[src/design/glse_pkg.sv]
// shared types, constants and helper functions for the lzw stream encoder
package glse_pkg;

    localparam int SYM_W      = 8;
    localparam int CFG_W      = 4;
    localparam int WIDTH_W    = 4;
    localparam int PUT_CODE_W = 13;
    localparam int BUF_W      = 24;
    localparam int CNT_W      = 5;
    localparam logic [CFG_W-1:0] ROOT_BITS_MIN   = 4'd2;
    localparam logic [CFG_W-1:0] ROOT_BITS_MAX   = 4'd8;
    localparam logic [CFG_W-1:0] ROOT_BITS_RESET = 4'd8;

    // controller states
    typedef enum logic [3:0] {
        ST_IDLE,
        ST_START,
        ST_LOOK,
        ST_CMP,
        ST_MISS,
        ST_OVF,
        ST_EOS_PFX,
        ST_EOS_END,
        ST_FINISH
    } ctrl_state_t;

    // request from the controller to the bit packer
    typedef struct packed {
        logic                  put;
        logic [PUT_CODE_W-1:0] code;
        logic [WIDTH_W-1:0]    width;
        logic                  flush;
        logic                  finish;
        logic                  done;
    } pack_req_t;

    // saturate the root size register to its legal range
    function automatic logic [CFG_W-1:0] eff_bits(input logic [CFG_W-1:0] r);
        logic [CFG_W-1:0] b;
        b = r;
        if (b < ROOT_BITS_MIN)
        begin
            b = ROOT_BITS_MIN;
        end
        if (b > ROOT_BITS_MAX)
        begin
            b = ROOT_BITS_MAX;
        end
        return b;
    endfunction

    // ceil(log2(n)) for the code width
    function automatic logic [WIDTH_W-1:0] width_of(input logic [PUT_CODE_W-1:0] n);
        logic [WIDTH_W-1:0] w;
        w = '0;
        for (int i = 0; i < PUT_CODE_W; i++)
        begin
            if ((PUT_CODE_W'(1) << i) < n)
            begin
                w = WIDTH_W'(i + 1);
            end
        end
        return w;
    endfunction

endpackage

[src/design/glse_pack.sv]
// lsb-first code packer with a one-byte hold stage and output register
module glse_pack import glse_pkg::*;
(
    input  logic             clk,
    input  logic             rst_n,
    input  logic             init,
    input  pack_req_t        req,
    output logic             ready,
    output logic             out_valid,
    input  logic             out_ready,
    output logic [SYM_W-1:0] out_byte,
    output logic             stream_done,
    output logic             run_last
);

    logic [BUF_W-1:0] buf_reg;
    logic [CNT_W-1:0] cnt_reg;
    logic             flush_reg;
    logic             fin_reg;
    logic             done_reg;
    logic             hold_valid_reg;
    logic [SYM_W-1:0] hold_byte_reg;
    logic             ov_reg;
    logic [SYM_W-1:0] ob_reg;
    logic             od_reg;
    logic             ol_reg;
    logic             draining;
    logic             out_free;
    logic             move;
    logic             fin_go;
    logic             load_out;
    logic [BUF_W-1:0] code_shifted;

    // drain and handshake conditions
    always_comb
    begin
        draining     = (cnt_reg >= CNT_W'(8)) || (flush_reg && (cnt_reg != '0));
        ready        = !draining && !fin_reg;
        out_free     = !ov_reg || out_ready;
        move         = draining && (!hold_valid_reg || out_free);
        fin_go       = fin_reg && (!hold_valid_reg || out_free);
        load_out     = !init && hold_valid_reg && (move || fin_go);
        code_shifted = BUF_W'(req.code) << cnt_reg[2:0];
    end

    // bit buffer, hold stage and output register
    always_ff @(posedge clk or negedge rst_n)
    begin
        if (!rst_n)
        begin
            buf_reg        <= '0;
            cnt_reg        <= '0;
            flush_reg      <= 1'b0;
            fin_reg        <= 1'b0;
            done_reg       <= 1'b0;
            hold_valid_reg <= 1'b0;
            hold_byte_reg  <= '0;
            ov_reg         <= 1'b0;
            ob_reg         <= '0;
            od_reg         <= 1'b0;
            ol_reg         <= 1'b0;
        end
        else
        begin
            if (load_out)
            begin
                ov_reg <= 1'b1;
            end
            else if (out_ready)
            begin
                ov_reg <= 1'b0;
            end
            if (init)
            begin
                buf_reg        <= '0;
                cnt_reg        <= '0;
                flush_reg      <= 1'b0;
                fin_reg        <= 1'b0;
                hold_valid_reg <= 1'b0;
            end
            else if (ready && req.put)
            begin
                buf_reg   <= buf_reg | code_shifted;
                cnt_reg   <= cnt_reg + CNT_W'(req.width);
                flush_reg <= req.flush;
            end
            else if (ready && req.finish)
            begin
                fin_reg  <= 1'b1;
                done_reg <= req.done;
            end
            else if (move)
            begin
                if (hold_valid_reg)
                begin
                    ob_reg <= hold_byte_reg;
                    ol_reg <= 1'b0;
                    od_reg <= 1'b0;
                end
                hold_valid_reg <= 1'b1;
                hold_byte_reg  <= buf_reg[SYM_W-1:0];
                buf_reg        <= buf_reg >> SYM_W;
                cnt_reg        <= (cnt_reg >= CNT_W'(8)) ? cnt_reg - CNT_W'(8) : '0;
            end
            else if (fin_go)
            begin
                if (hold_valid_reg)
                begin
                    ob_reg <= hold_byte_reg;
                    ol_reg <= 1'b1;
                    od_reg <= done_reg;
                end
                hold_valid_reg <= 1'b0;
                fin_reg        <= 1'b0;
            end
        end
    end

    assign out_valid   = ov_reg;
    assign out_byte    = ob_reg;
    assign stream_done = od_reg;
    assign run_last    = ol_reg;

endmodule

[config.mk]
export PLATFORM = sky130hd
export DESIGN_NAME = glse_pack
export DESIGN_NICKNAME = d
export VERILOG_FILES = /design/src/design/glse_pkg.sv /design/src/design/glse_pack.sv
export SDC_FILE = /design/constraint.sdc
export NUM_CORES = 1
export LEC_CHECK = 0
export BUFFER_PORTS_ARGS = -buffer_cell sky130_fd_sc_hd__clkbuf_2
export CORE_ASPECT_RATIO = 0.8
export CORE_MARGIN = 1
export CORE_UTILIZATION = 32
export CTS_BUF_LIST = sky130_fd_sc_hd__clkbuf_4 sky130_fd_sc_hd__clkbuf_8 sky130_fd_sc_hd__clkbuf_16
export DETAILED_ROUTE_END_ITERATION = 6
export PLACE_DENSITY = 0.53
export SLEW_MARGIN = 20
export SYNTH_ARGS = -nofsm -noshare
export SYNTH_HDL_FRONTEND = slang
export SYNTH_SLANG_ARGS = --single-unit
[constraint.sdc]
create_clock -name clk -period 3.9 [get_ports clk]
set_input_delay 0.39 -clock clk [delete_from_list [all_inputs] [get_ports clk]]
set_output_delay 0.39 -clock clk [all_outputs]
set_load 0.02 [all_outputs]
* Word-level counts from Yosys, hierarchy flattened
Index checks and enable logic that the tools add are counted.
Storage, ports and cells: bits in registers 52, latch bits 0, RAM bits 0, memory bits (read-only) 0, input port bits 25, output and inout bits 12, logic and storage cells 88, memories kept 0
Cells by class: add/sub/neg operators 2, multipliers 0, divide/modulo/power cells 0, order comparisons 1, equal/unequal tests 6, shift operators 1, mux-type cells 32, bitwise logic cells 4, reduce and logical (&&, ||, !) cells 31
Operator list (number):
- 24-bit 2-to-1 mux | 4
- 5-bit 2-to-1 mux | 5
- 8-bit 2-to-1 mux | 3
- 24-bit OR | 1
- 13-bit by 3-bit left shift with 24-bit output | 1
- 1-bit 2-to-1 mux | 20
- 3-bit AND reduction | 3
- 3-bit nonzero test | 3
- 1-bit logical AND | 8
- 2-bit != test (second input constant) | 4
- 4-bit AND reduction | 2
- 6-bit AND reduction | 1
- 2-bit nonzero test | 3
- 5-bit by 4-bit adder with 5-bit output | 1
- 5-bit by 4-bit >= comparator with 1-bit output (second input constant) | 1
- 1-bit zero test | 5
- 5-bit nonzero test | 1
- 5-bit by 4-bit subtractor with 5-bit output (second input constant) | 1
- 1-bit logical OR | 4
- 3-bit by 2-bit != test with 1-bit output (second input constant) | 1
- 3-bit != test (second input constant) | 1
- 1-bit NOT | 3
- 2-bit AND reduction | 1

* Longest topological paths before layout
word-level depth 9, depth in mapped cells 8, depth with buffers taken out 7

* Worst setup path before layout
OpenSTA, ideal clock, no wires.
path type flip-flop to flip-flop, start reg cnt_reg[1], end reg ob_reg[2] (netlist: out_byte[2]), library setup time 125 ps, arrival 2220 ps, data required time 3775 ps, path slack 1554 ps, stages on the path, launching flop included 7, path buffers 2, clock period less this slack 2346 ps, cell sequence dfrtp_1 > buf_6 > or4_4 > o211a_4 > a2111oi_4 > buf_6 > mux2_4
Between the ends: cells in the longest elaborated chain, start to end 8, elaborated cells between the ends (all ways) 14, classes of those cells order compare (1); mux (1); bitwise (2); reduce/logical (10)
Ends and longest elaborated chain:
- start, declared | line glse_pack.sv:17 | logic [CNT_W-1:0] cnt_reg;
- start signal, assigned | line glse_pack.sv:84 | cnt_reg <= cnt_reg + CNT_W'(req.width);
- start signal, assigned | line glse_pack.sv:103 | cnt_reg <= (cnt_reg >= CNT_W'(8)) ? cnt_reg - CNT_W'(8) : '0;
- branches (longest 2 deep; another with 5-bit by 4-bit >= comparator with 1-bit output)
- 1-bit logical OR (*) | line glse_pack.sv:37 | draining = (cnt_reg >= CNT_W'(8)) || (flush_reg && (cnt_reg != '0));
- 1-bit zero test | line glse_pack.sv:38 | ready = !draining && !fin_reg;
- 1-bit logical AND | line glse_pack.sv:38
- 1-bit logical AND, on equally long branches | line glse_pack.sv:87, glse_pack.sv:81
- 1-bit NOT (no line)
- 4-bit AND reduction (no line)
- end signal, assigned | line glse_pack.sv:96 | ob_reg <= hold_byte_reg;
- end signal, assigned | line glse_pack.sv:109 | ob_reg <= hold_byte_reg;
- end, declared | line glse_pack.sv:24 | logic [SYM_W-1:0] ob_reg;
Mark *: on every way between the ends. A chain may end at the register's enable or synchronous reset.

* Final worst setup path
start reg cnt_reg[0], end reg ob_reg[0] (netlist: out_byte[0])
The elaborated chain is that of the path after synthesis.

==> results.sh <==
export IMPL_fin_crit_sh_pct=73.91
export IMPL_power_density_mw_per_mm2=751.5
export IMPL_grt_pass1_wl_mm=10.15
export IMPL_seq_area_sq_mm=0.001201
export IMPL_grt_max_degree=30
export IMPL_drt_iter0_markers=72
export IMPL_min_period_ps=2882
export IMPL_intPower_mw=1.356
export IMPL_peakVddDrop_uv=225.2
export IMPL_num_antenna_cells=0
export IMPL_clock_skew_ps=6.078
export IMPL_final_cells=398
export IMPL_fmax_mhz=346.9
export IMPL_layout_common_cells="dfrtp_1, clkbuf_2, nand2_1"
export IMPL_synth_top_area_share_pct=44.42
export IMPL_syn2layout_area_growth_pct=14.11
export IMPL_crit_fanout=22
export IMPL_io_pin_count=37
export IMPL_route_detailed_wl_per_inst_um=14.95
export IMPL_syn_area_sq_mm=0.002704
export IMPL_p_sw_share_pct=41.52
export IMPL_slowest_delay_ps=870
export IMPL_arrival_ps=3060
export IMPL_drive_above_1_share_pct=28.62
export IMPL_finalWirelength_mm=5.950
export IMPL_initial_core_util_pct=33.57
export IMPL_hold_viol=0
export IMPL_p_leak_nw=1.413
export IMPL_yosys_register_bits=48
export IMPL_final_common_cell="dfrtp_1"
export IMPL_r2r_cells=4
export IMPL_largest_register_ff_count=20
export IMPL_hold_buffers=0
export IMPL_row_count=29
export IMPL_clkTransAtPathRegs_ps=80
export IMPL_drtPass1Iterations=4
export IMPL_cts_tree="yes"
export IMPL_seqPwrFrac_pct=34.3
export IMPL_total_power_mw=2.319
export IMPL_htree_num_levels=2
export IMPL_switchingPower_uw=962.8
export IMPL_cpMaxStageDelayCell="a2111oi_4"
export IMPL_worst_slack_ps=1018
export IMPL_syn_avg_cell_area_sq_um=10.48
export IMPL_crit_path_start="cnt_reg[0]"
export IMPL_synth_edf_count=0
export IMPL_path_class="reg2reg"
export IMPL_grt_usage_pct=14.56
export IMPL_netlist_cell_type_count=48
export IMPL_cts_resized=0
export IMPL_overflow=0
export IMPL_yosysSeqAreaShare_pct=44.42
export IMPL_coreArea_sq_mm=0.008055
export IMPL_end_kind="flop"
export IMPL_postSynth_asyncResetShare_pct=100.0
export IMPL_cts_root_buf="clkbuf_8"
export IMPL_worst_pin_slew_ps=922.6
export IMPL_die_w_um=104.8
export IMPL_dp_slack_ps=1023
export IMPL_pwr_share_comb_pct=51.1
export IMPL_cp_cell_sequence="or4_4 > o211a_4 > a2111oi_4 > mux2_2"
export IMPL_nets=322
export IMPL_maxCapViolations=0
export IMPL_p_clk_share_pct=14.6
export IMPL_clockBufferDepth=2
export IMPL_yosysTopAreaCell="dfrtp_1"
export IMPL_drc_errors=0
export IMPL_rsz0062_at_grt="false"
export IMPL_multi_input_comb_area_sq_mm=0.001399
export IMPL_place_gp_congestion=0.7722
export IMPL_synthCells=258
export IMPL_final_max_slew_viol_count=0
export IMPL_status="finished clean"
export IMPL_cts_buffers=5
export IMPL_vias=2070
export IMPL_slew_headroom_pct=38.49
export IMPL_viasPerCell=5.201
export IMPL_synthesis_nets=289
export IMPL_die_h_um=84.22
export IMPL_tns_ps=0
export IMPL_clock_latency_ps=290
export IMPL_r2r_start="cnt_reg[0]"
export IMPL_synth_area_top_cells="dfrtp_1, mux2_2, mux2i_1, nand2_1, mux2_4"
export IMPL_dp_cells=392
export IMPL_min_path_type="in2async"
export IMPL_yosys_warnings=0
export IMPL_postRouteAntennaNets=0
export IMPL_dieArea_sq_mm=0.008823
export IMPL_cts_sinks=48
export IMPL_antenna_found_initial=0
export IMPL_required_ps=4080
export IMPL_fillers=832
export IMPL_dpl_cell_area_sq_mm=0.002987
export IMPL_numPortBuffers=36
export IMPL_grt_pass1_vias=1962
export IMPL_setup_violations=0
export IMPL_synth_main_ff_cell="dfrtp_1"
export IMPL_stdcell_area_sq_mm=0.003085
export IMPL_cp_start_kind="flop"
export IMPL_cts_setup_buffers=0
export IMPL_dp_hpwl_mm=4.459
-- synthesized netlist by cell type (3+ instances only) --
cell,instances
dfrtp_1,48
nand2_1,33
mux2_2,25
mux2i_1,22
nor2_1,19
clkbuf_1,11
a21oi_1,10
a31oi_1,9
o21ai_0,8
inv_1,7
ha_1,5
mux2_4,5
nor3_1,5
a22o_1,4
a21o_1,3
and2_1,3
nand3_1,3
-- worst paths after layout --
check                      slack (ps)          end
min                                50   cnt_reg[3]
max                              1020  out_byte[0]
max in group asynchronous        3090      fin_reg
max reg2reg                      1020  out_byte[0]
min reg2reg                       510  stream_done
min in group clk                  320    flush_reg
-- routing by layer --
layer	up-vias	share of wire, %	GRT usage (%)	wire (um)
met5	-	0	0	0
met4	0	0.42	3.073	25
met3	2	3.9	3.494	232
met2	42	44	21.07	2622
met1	1030	52	21.98	3069
li1	996	-	-	-
-- power groups by stage --
stage | Clock, mW | Combinational, mW | Sequential [mW]
global placement | 0 | 1.18 | 0.808
global route | 0.376 | 1.31 | 0.825
floorplan | 0 | 0.883 | 0.808
detailed placement | 0 | 1.19 | 0.808
CTS | 0.355 | 1.19 | 0.799
finish | 0.338 | 1.19 | 0.796
-- layout make-up --
cell class	count	share of cell area [%]
Inverter	7	0.8516
Multi-Input combinational cell	187	45.34
Clock buffer	5	2.230
Tap cell	108	4.380
Sequential cell	48	38.93
Timing Repair Buffer	42	7.299
Clock inverter	1	0.9732
-- cells by family (layout without fill, tap and decap cells) --
logic type               Yosys count  after routing  share of synthesized area, %
buffers and inverters             23             55                         3.841
flip-flops                        48             48                         44.42
adder cells (fa/ha/maj)            6              6                         3.054
AO/OA/AOI/OAI                     50             50                         13.51
XOR/XNOR                           2              2                        0.6480
multiplexers                      52             52                         21.33
AND/OR/NAND/NOR                   77             77                         13.19
-- metrics by stage --
stage | util, % | hold slack, ps
after floorplan | - | 94.41
after global placement | 37.08 | 374.6
after detailed placement | 37.08 | 384.9
after CTS | 38.30 | 51.89
after global routing | 38.30 | 81.09
final | 38.30 | 50.70
-- worst max-delay path: cells and delay by family (launching register included) --
kind | cells | cell delay (ps)
and+or+nand+nor | 1 | 550
muxes | 1 | 410
AOI/OAI and AO/OA | 2 | 1150
DFF | 1 | 660
(Power assumes the default switching activity.)
